==> src/rtl/core/biq_pkg.sv <==
// Shared widths, register index codes and beat types for the biquad section.
// No dependencies; every other file in rtl/core imports this package.
`default_nettype none

package biq_pkg;

  // Fixed field widths
  localparam int SAMPLE_W   = 16;
  localparam int COEF_W     = 24;
  localparam int ACC_W      = 40;
  localparam int ACC_FRAC   = 8;

  // Full product width and the floor shift from Q2.(COEF_W-2) down to the ACC grid
  localparam int PROD_W     = SAMPLE_W + COEF_W;
  localparam int PROD_SHIFT = COEF_W - 2 - ACC_FRAC;

  // Configuration port
  localparam int CFG_IDX_W  = 3;

  localparam logic [CFG_IDX_W-1:0] REG_B0 = 3'd0;
  localparam logic [CFG_IDX_W-1:0] REG_B1 = 3'd1;
  localparam logic [CFG_IDX_W-1:0] REG_B2 = 3'd2;
  localparam logic [CFG_IDX_W-1:0] REG_A1 = 3'd3;
  localparam logic [CFG_IDX_W-1:0] REG_A2 = 3'd4;

  // b0 = 1.0 in Q2.22 gives a pass-through filter
  localparam logic [COEF_W-1:0] COEF_B0_RST = COEF_W'(1) << (COEF_W - 2);

  // Input beat: kind 0 filters one sample, kind 1 clears both delays
  typedef struct packed {
    logic                       kind;
    logic signed [SAMPLE_W-1:0] sample_in;
  } in_beat_t;

  // Result beat
  typedef struct packed {
    logic signed [SAMPLE_W-1:0] sample_out;
    logic                       clipped;
  } out_beat_t;

endpackage

`default_nettype wire

==> src/rtl/core/biquad_iir_df2t_top.sv <==
// Biquad IIR section, direct form II transposed, top level with sequencer.
// Depends on biq_pkg, biq_mul and biq_sat_add.
//
// One sample beat steps a single multiplier and a single saturating adder
// through the five coefficient products and four sums of the section, and
// a final step hands the result to the output register. That final step
// holds for as long as an earlier result still waits in the output
// register. A clear beat skips the arithmetic and goes to the final step.
// The input is not ready while a beat is in work; the output register lets
// the next beat be taken while a finished result still waits for its
// consumer. A clear beat zeroes both delays and returns sample_out 0 with
// clipped 0. Coefficients are signed Q2.22 and reset to a pass-through filter.
`default_nettype none

module biquad_iir_df2t_top import biq_pkg::*; (
  input  logic                 clk_i,
  input  logic                 rst_ni,
  // configuration write port
  input  logic                 cfg_we_i,
  input  logic [CFG_IDX_W-1:0] cfg_idx_i,
  input  logic [COEF_W-1:0]    cfg_data_i,
  // input channel
  input  logic                 in_valid_i,
  output logic                 in_ready_o,
  input  in_beat_t             in_data_i,
  // output channel
  output logic                 out_valid_o,
  input  logic                 out_ready_i,
  output out_beat_t            out_data_o
);

  // Sequencer states
  localparam logic [2:0] ST_IDLE = 3'd0;
  localparam logic [2:0] ST_MB0  = 3'd1;
  localparam logic [2:0] ST_YADD = 3'd2;
  localparam logic [2:0] ST_MA1  = 3'd3;
  localparam logic [2:0] ST_SUB1 = 3'd4;
  localparam logic [2:0] ST_D1   = 3'd5;
  localparam logic [2:0] ST_D2   = 3'd6;
  localparam logic [2:0] ST_FIN  = 3'd7;

  logic [2:0] state_q, state_d;

  logic [COEF_W-1:0] b0_q, b1_q, b2_q, a1_q, a2_q;
  logic signed [ACC_W-1:0] d1_q, d1_d, d2_q, d2_d;
  logic out_valid_q, out_valid_d;

  // payload registers
  logic                       kind_q, kind_d;
  logic signed [SAMPLE_W-1:0] x_q, x_d;
  logic signed [SAMPLE_W-1:0] y_q, y_d;
  logic                       clip_q, clip_d;
  logic signed [ACC_W-1:0]    p_q, p_d;
  logic signed [ACC_W-1:0]    acc_q, acc_d;
  out_beat_t                  out_q, out_d;

  // shared unit operands and results
  logic signed [COEF_W-1:0]   mul_coef;
  logic signed [SAMPLE_W-1:0] mul_op;
  logic signed [ACC_W-1:0]    mul_term;
  logic signed [ACC_W-1:0]    add_a, add_b, add_sum;
  logic                       add_sub, add_sat;

  // output quantization of the y accumulator
  logic [ACC_W-ACC_FRAC-SAMPLE_W:0] y_top;
  logic                             y_fits;
  logic signed [SAMPLE_W-1:0]       y_sat;

  logic in_acc;
  logic out_free;

  assign in_ready_o  = state_q == ST_IDLE;
  assign in_acc      = in_valid_i && in_ready_o;
  assign out_free    = !out_valid_q || out_ready_i;
  assign out_valid_o = out_valid_q;
  assign out_data_o  = out_q;

  // Select multiplier operands per step
  always_comb begin
    mul_coef = b0_q;
    mul_op   = x_q;
    case (state_q)
      ST_MB0:  begin mul_coef = b0_q; mul_op = x_q; end
      ST_YADD: begin mul_coef = b1_q; mul_op = x_q; end
      ST_MA1:  begin mul_coef = a1_q; mul_op = y_q; end
      ST_SUB1: begin mul_coef = b2_q; mul_op = x_q; end
      ST_D1:   begin mul_coef = a2_q; mul_op = y_q; end
      default: begin mul_coef = b0_q; mul_op = x_q; end
    endcase
  end

  // Select adder operands per step
  always_comb begin
    add_a   = acc_q;
    add_b   = p_q;
    add_sub = 1'b0;
    case (state_q)
      ST_YADD: begin add_a = p_q;   add_b = d1_q; add_sub = 1'b0; end
      ST_SUB1: begin add_a = acc_q; add_b = p_q;  add_sub = 1'b1; end
      ST_D1:   begin add_a = acc_q; add_b = d2_q; add_sub = 1'b0; end
      ST_D2:   begin add_a = acc_q; add_b = p_q;  add_sub = 1'b1; end
      default: begin add_a = acc_q; add_b = p_q;  add_sub = 1'b0; end
    endcase
  end

  biq_mul u_mul (
    .coef_i    (mul_coef),
    .operand_i (mul_op),
    .term_o    (mul_term)
  );

  biq_sat_add u_add (
    .a_i   (add_a),
    .b_i   (add_b),
    .sub_i (add_sub),
    .sum_o (add_sum),
    .sat_o (add_sat)
  );

  // Floor to an integer and clamp to the sample range
  always_comb begin
    y_top  = add_sum[ACC_W-1:ACC_FRAC+SAMPLE_W-1];
    y_fits = (&y_top) || !(|y_top);
    if (y_fits) begin
      y_sat = add_sum[ACC_FRAC+SAMPLE_W-1:ACC_FRAC];
    end else if (add_sum[ACC_W-1]) begin
      y_sat = {1'b1, {(SAMPLE_W-1){1'b0}}};
    end else begin
      y_sat = {1'b0, {(SAMPLE_W-1){1'b1}}};
    end
  end

  // Sequencer and datapath next state
  always_comb begin
    state_d     = state_q;
    d1_d        = d1_q;
    d2_d        = d2_q;
    kind_d      = kind_q;
    x_d         = x_q;
    y_d         = y_q;
    clip_d      = clip_q;
    p_d         = p_q;
    acc_d       = acc_q;
    out_d       = out_q;
    out_valid_d = out_valid_q && !out_ready_i;
    case (state_q)
      ST_IDLE: begin
        if (in_acc) begin
          kind_d  = in_data_i.kind;
          x_d     = in_data_i.sample_in;
          state_d = ST_MB0;
        end
      end
      ST_MB0: begin
        clip_d = 1'b0;
        if (kind_q) begin
          // clear beat: drop both delays, report zero
          d1_d    = '0;
          d2_d    = '0;
          y_d     = '0;
          state_d = ST_FIN;
        end else begin
          p_d     = mul_term;
          state_d = ST_YADD;
        end
      end
      ST_YADD: begin
        y_d     = y_sat;
        clip_d  = clip_q | add_sat | !y_fits;
        p_d     = mul_term;
        state_d = ST_MA1;
      end
      ST_MA1: begin
        acc_d   = p_q;
        p_d     = mul_term;
        state_d = ST_SUB1;
      end
      ST_SUB1: begin
        acc_d   = add_sum;
        clip_d  = clip_q | add_sat;
        p_d     = mul_term;
        state_d = ST_D1;
      end
      ST_D1: begin
        d1_d    = add_sum;
        clip_d  = clip_q | add_sat;
        acc_d   = p_q;
        p_d     = mul_term;
        state_d = ST_D2;
      end
      ST_D2: begin
        d2_d    = add_sum;
        clip_d  = clip_q | add_sat;
        state_d = ST_FIN;
      end
      ST_FIN: begin
        // hold until the output register is free
        if (out_free) begin
          out_d.sample_out = y_q;
          out_d.clipped    = clip_q;
          out_valid_d      = 1'b1;
          state_d          = ST_IDLE;
        end
      end
      default: begin
        state_d = ST_IDLE;
      end
    endcase
  end

  // Control state, delays and coefficients
  always_ff @(posedge clk_i or negedge rst_ni) begin
    if (!rst_ni) begin
      state_q     <= ST_IDLE;
      out_valid_q <= 1'b0;
      d1_q        <= '0;
      d2_q        <= '0;
      b0_q        <= COEF_B0_RST;
      b1_q        <= '0;
      b2_q        <= '0;
      a1_q        <= '0;
      a2_q        <= '0;
    end else begin
      state_q     <= state_d;
      out_valid_q <= out_valid_d;
      d1_q        <= d1_d;
      d2_q        <= d2_d;
      if (cfg_we_i) begin
        case (cfg_idx_i)
          REG_B0:  b0_q <= cfg_data_i;
          REG_B1:  b1_q <= cfg_data_i;
          REG_B2:  b2_q <= cfg_data_i;
          REG_A1:  a1_q <= cfg_data_i;
          REG_A2:  a2_q <= cfg_data_i;
          default: ;
        endcase
      end
    end
  end

  // Payload registers
  always_ff @(posedge clk_i) begin
    kind_q <= kind_d;
    x_q    <= x_d;
    y_q    <= y_d;
    clip_q <= clip_d;
    p_q    <= p_d;
    acc_q  <= acc_d;
    out_q  <= out_d;
  end

endmodule

`default_nettype wire

==> src/rtl/core/biq_mul.sv <==
// Shared multiplier: coefficient times sample-grid value, floored to the ACC grid.
// Depends on biq_pkg. The caller registers the result.
`default_nettype none

module biq_mul import biq_pkg::*; (
  input  logic signed [COEF_W-1:0]   coef_i,
  input  logic signed [SAMPLE_W-1:0] operand_i,
  output logic signed [ACC_W-1:0]    term_o
);

  logic signed [PROD_W-1:0] prod;
  logic signed [PROD_W-1:0] floored;

  // Full-precision product, then arithmetic shift (floor toward minus infinity)
  assign prod    = coef_i * operand_i;
  assign floored = prod >>> PROD_SHIFT;

  // The floored product always fits the ACC range, so a sign-extending cast suffices
  assign term_o  = ACC_W'(floored);

endmodule

`default_nettype wire

==> src/rtl/core/biq_sat_add.sv <==
// Shared saturating adder/subtractor on the ACC grid.
// Depends on biq_pkg.
`default_nettype none

module biq_sat_add import biq_pkg::*; (
  input  logic signed [ACC_W-1:0] a_i,
  input  logic signed [ACC_W-1:0] b_i,
  input  logic                    sub_i,
  output logic signed [ACC_W-1:0] sum_o,
  output logic                    sat_o
);

  localparam logic [ACC_W-1:0] ACC_MAX = {1'b0, {(ACC_W-1){1'b1}}};
  localparam logic [ACC_W-1:0] ACC_MIN = {1'b1, {(ACC_W-1){1'b0}}};

  logic signed [ACC_W:0] wide;

  // One guard bit catches any overflow of a single add or subtract
  always_comb begin
    if (sub_i) begin
      wide = {a_i[ACC_W-1], a_i} - {b_i[ACC_W-1], b_i};
    end else begin
      wide = {a_i[ACC_W-1], a_i} + {b_i[ACC_W-1], b_i};
    end
  end

  // Clamp when the guard bit disagrees with the sign bit
  always_comb begin
    sat_o = wide[ACC_W] != wide[ACC_W-1];
    if (!sat_o) begin
      sum_o = wide[ACC_W-1:0];
    end else if (wide[ACC_W]) begin
      sum_o = ACC_MIN;
    end else begin
      sum_o = ACC_MAX;
    end
  end

endmodule

`default_nettype wire

==> config.mk <==
export PLATFORM = sky130hd
export DESIGN_NAME = biquad_iir_df2t_top
export DESIGN_NICKNAME = d
export VERILOG_FILES = /design/src/rtl/core/biq_pkg.sv /design/src/rtl/core/biquad_iir_df2t_top.sv /design/src/rtl/core/biq_mul.sv /design/src/rtl/core/biq_sat_add.sv
export SDC_FILE = /design/constraint.sdc
export NUM_CORES = 2
export LEC_CHECK = 0
export BUFFER_PORTS_ARGS = -buffer_cell sky130_fd_sc_hd__buf_2
export CORE_MARGIN = 8
export CORE_UTILIZATION = 50
export CTS_CLUSTER_SIZE = 25
export DETAILED_ROUTE_END_ITERATION = 8
export HOLD_SLACK_MARGIN = 0.12
export PLACE_DENSITY = 0.75
export SYNTH_ARGS = -nofsm -noshare
export SYNTH_HDL_FRONTEND = slang
export SYNTH_SLANG_ARGS = --single-unit
==> constraint.sdc <==
create_clock -name clk_i -period 22.7 [get_ports clk_i]
set_input_delay 1.135 -clock clk_i [delete_from_list [all_inputs] [get_ports clk_i]]
set_output_delay 1.135 -clock clk_i [all_outputs]
set_load 0.05 [all_outputs]
# Word level (Yosys, flattened, before mapping)
# Cells that the tools add are included.
# classes
n_addsub,2
n_mul,1
n_eq_ne,16
mux,25
n_bitwise,2
n_reduce_logical,34
# op_table
op,n
case mux 40 bit (2 select lines),5
two-way mux 40 bit,5
case mux 24 bit (4 select lines),1
two-way mux 16 bit,4
adder 40 x 40 -> 41 bit,1
two-way mux 41 bit,1
subtractor 40 x 40 -> 41 bit,1
multiplier 24 x 16 -> 40 bit,1
case mux 16 bit (2 select lines),1
case mux 3 bit (8 select lines),1
AND reduction 2 bit,12
AND reduction 17 bit,1
OR reduction 17 bit,1
"== test 3 bit, second input constant",5
"== test 3 x 2 -> 1 bit, second input constant",4
nonzero test 2 bit,5
two-way mux 3 bit,3
"== test 3 x 1 -> 1 bit, second input constant",2
logical NOT 3 bit,2
"!= test 2 bit, second input constant",3
logical NOT 1 bit,4
OR reduction 2 bit,2
OR reduction 4 bit,1
two-way mux 1 bit,3
other kinds (8),11
# totals
regBits,335
in_bits,49
out_inout_bits,19
word_cells,97

# Logic depth before layout (Yosys ltp)
# depth
word_depth,12
ltp_mapped,40
mapped_depth_nobuf,34

# Hierarchy
# A second synthesis with hierarchy kept.
# hier_totals
hier_cells,3339
area_unflattened_um2,31799.2
# modules_own_cells
module,instances,cells_per_inst,area_each_um2,seq_area_each_um2
biquad_iir_df2t_top,1,1261,14690.3,9039.9
biq_mul,1,1552,13635.6,0.0
biq_sat_add,1,526,3473.3,0.0

# Least setup slack after synthesis
# No wires, ideal clock.
# synth_timing
path_kind,register -> register
start,reg state_q[0]
end,reg p_q[38] (data pin)
setup_ns,0.260
arrival_time_ns,8.109
t_required_ns,22.440
setup_slack_ns,14.331
path_stages_with_launch,34
n_path_buf,6
synth_period_minus_slack_ns,8.369
path_cell_list,dfrtp_1 -> inv_1 -> ha_1 -> buf_6 -> buf_6 -> buf_4 -> nor2_1 -> mux2_2 -> clkbuf_1 -> clkbuf_1 -> a21o_1 -> clkbuf_1 -> nand2_1 -> fa_1 -> fa_1 -> fa_1 -> fa_1 -> inv_1 -> fa_1 -> inv_1 -> fa_1 -> inv_1 -> ha_1 -> a211oi_1 -> nor4bb_1 -> o2111ai_1 -> a41oi_1 -> nor3_2 -> a41o_2 -> a21oi_2 -> nor4_4 -> nor3_1 -> o21bai_2 -> xnor2_1
# synth_via
elab_chain_len,6
elab_cells_between_ends,12
classes_between,1 x mul; 5 x eq/ne; 4 x mux; 2 x reduce/logical
# synth_lines
element,line,text
from (decl),biquad_iir_df2t_top.sv:42,"logic [2:0] state_q, state_d;"
from (signal assigned),biquad_iir_df2t_top.sv:224,state_q <= state_d;
== test 3 bit or == test 3 x 2 -> 1 bit (tied branches),biquad_iir_df2t_top.sv:82,case (state_q)
OR reduction 2 bit (no source line),--,
two-way mux 16 bit,biquad_iir_df2t_top.sv:82,
multiplier 24 x 16 -> 40 bit (*),biq_mul.sv:15,assign prod = coef_i * operand_i;
net mul_term[25],biquad_iir_df2t_top.sv:60,logic signed [ACC_W-1:0] mul_term;
two-way mux 40 bit,biquad_iir_df2t_top.sv:156,if (kind_q) begin
case mux 40 bit (2 select lines) (*),biquad_iir_df2t_top.sv:146,case (state_q)
to (signal assigned),biquad_iir_df2t_top.sv:247,p_q <= p_d;
to (decl),biquad_iir_df2t_top.sv:53,"logic signed [ACC_W-1:0] p_q, p_d;"
# Mark *: on every way through the listed nets, which the timed path passes. The rest lies on a longest branch. The select of a mux whose other input is x is not followed.
# A chain may end at the register's enable or synchronous reset.

# Worst setup path after layout
# layout_timing
start,reg state_q[2]
end,reg p_q[38] (data pin)
# Same word-level chain as after synthesis.

==> reports/summary.txt <==
Largest net degree at the start of global routing: 105
Worst min-delay path startpoint: d1_q[38]
Worst slew pin tran: 1260 ps
Arr. time, crit path: 10210 ps
Antenna cells: 0
Crit path required time: 23010 ps
Startpoint types: flop
Top-count cell post-synth: nand2_1
RSZ-0062 raised after global routing: no
Post-CTS Repair Setup Buffers: 0
Worst Reg-to-Reg Cells: 29
Clock Latency Late Sink: 570 ps
GRT Total Usage: 0.257
Crit path from: state_q[2]
Syn nets: 3892
Post-synth top area cell: fa_1
Synth cell types: 88
Critical path's slowest cell: buf_4
CTS sink cnt: 321
CP max stage delay: 640 ps
Synth Register Bits: 321
Final worst slack: 12800 ps
Area contributors post-synth: fa_1, dfrtp_1, edfxtp_1
WS Path Type: flop to flop
Vias/cell: 5.79
Place WS: 12920 ps
Final ANT Viol Nets: 0
Initial antenna violation count: 4
Post-Synthesis Mean Instance Area: 9.44 sq um
Initial DRC Count: 2219
Max Slew Vio Count: 0
Share of cells above drive strength 1: 0.109
CP max FO: 59
WL final: 91000 um
EDFF count, synth: 117
Global-route wire length before repair: 143000 um
CTS clk-pin slew, worst paths: 60 ps
DR vias: 24294
Final GP Congestion: 0.994
Filler cells: 5654
Port Buffers: 67
Worst Hold Class: flop to flop
PostCTS Resize Cnt: 0
Mapped Cells: 3327
Final setup TNS: 0 ps
DRT Pass-1 Iters: 7
Area growth syn-to-layout: 7.74%
Hold EP: d1_q[38]
Post-DP HPWL: 68700 um
WL/cell: 21.7 um
Htree depth: 2
Die span in x: 267 um
Final #Nets: 3891
Relative slew slack: 0.163
CTS tree: yes
Final Hold Vio Count: 0
Synth top cells by count: nand2_1, inv_1, fa_1, nor2_1, dfrtp_1
Die area: 71100 sq um
CTS root buf: clkbuf_16
Io pins: 68
Most used DFF post-synth: dfrtp_1
Max Freq: 101 MHz
Die Y: 267 um
Worst Clk Skew: 41.9 ps
Yosys top cell area share: 0.238
Status: finished, final reports clean
FF-to-FF setup slack: 12800 ps
Initial Util: 0.502
Ys Warns: 0
Worst r2r dst: p_q[38]
GRT overflow: 0
Fin crit period: 9900 ps
CTS Buffer Depth: 3
TritonCTS Buffers: 36
Reg-to-reg startpoint: state_q[2]
Worst Hold Depth: 2
Most frequent CP cell: fa_1
Area of the multi-input gates: 20500 sq um
Syn Std Cell Area: 31400 sq um
Sequential share of the synthesized area: 0.274
Placeable Area: 62600 sq um
Crit share post-route: 0.436
FF/Latch Area: 8620 sq um
Critical path endpoint category: flop
Endpoints failing setup: 0
Rows: 92
Vias in the first global route: 24991
CTS Hold Bufs: 0
Synth async-reset ratio: 0.636
Post-route DRC: 0
MaxCap Viol Count: 0
-- final cells by class --
cell class | instances | share of cell area
inverter | 456 | 0.0506
tap | 846 | 0.0313
clock inverter | 16 | 0.00654
clock buffer | 46 | 0.0308
timing repair buffer | 119 | 0.0217
sequential | 321 | 0.255
multi-input combinational | 2392 | 0.604
-- worst max-delay path: cells and delay by family, from the launching register on --
kind | cells | cell delay, ps
AO/OA/AOI/OAI | 6 | 1300
XOR/XNOR | 1 | 120
adder cells (fa/ha/maj) | 7 | 3370
buffers and inverters | 6 | 1650
flip-flops | 1 | 560
AND/OR/NAND/NOR | 9 | 2600
-- sequential cells by signal (all words and copies together), names as in the netlist, 3 cells and up --
signal      count
a1_q           24
a2_q           24
acc_q          40
b0_q           24
b1_q           24
b2_q           24
d1_q           40
d2_q           40
out_data_o     17
p_q            26
state_q         3
x_q            16
y_q            16
-- worst max path at each step --
stage                          to  slack [ps]  depth (start not counted)
final                     p_q[38]       12800                         29
after global routing       y_q[3]       12230                         35
after CTS                 p_q[38]       12920                         29
after detailed placement  p_q[38]       12920                         29
after global placement    p_q[38]       13130                         29
after floorplan           p_q[38]       14330                         33
-- placed cells by master (no fill, tap or decap), drive strengths merged, types with 21 or more instances in the layout --
cell type and count:
a21o 59, a21oi 147, a22oi 45, buf 118, clkbuf 47, dfrtp 203, edfxtp 117, fa 374
ha 142, inv 455, mux2 123, mux2i 112, nand2 555, nand2b 23, nand3 21, nor2 265
nor3 27, o21ai 162, xnor2 69, xor2 37
-- metal layers --
layer  GRT usage  wire length [um]  vias up
met5           0                10        -
li1            -                 -    10828
met1       0.326             35200    11993
met2       0.413             41600     1180
met4       0.123              5130        2
met3      0.0615              9050      291
-- logic make-up (layout without fill, tap and decap cells) --
kind of cell | Yosys count | after routing | synth area share
compound gates | 545 | 545 | 0.110
xor+xnor | 106 | 106 | 0.0295
fa+ha+maj | 516 | 516 | 0.295
buf+inv | 614 | 637 | 0.0770
flops | 321 | 321 | 0.274
mux | 235 | 235 | 0.0803
simple gates | 990 | 990 | 0.134
-- stage by stage --
step           std cells  instance area, sq um  hold WS, ps  utilization
2_1_floorplan       3327                 31400          426            -
3_3_place_gp        4134                 32600          461        0.520
3_5_place_dp        4134                 32600          470        0.520
4_1_cts             4196                 33900          485        0.541
5_1_grt             4196                 33900          501        0.541
6_report            4196                 33900          481        0.541
Power is not shown: default switching activity piles up to over one toggle a cycle in this logic, so the estimate is an artifact.
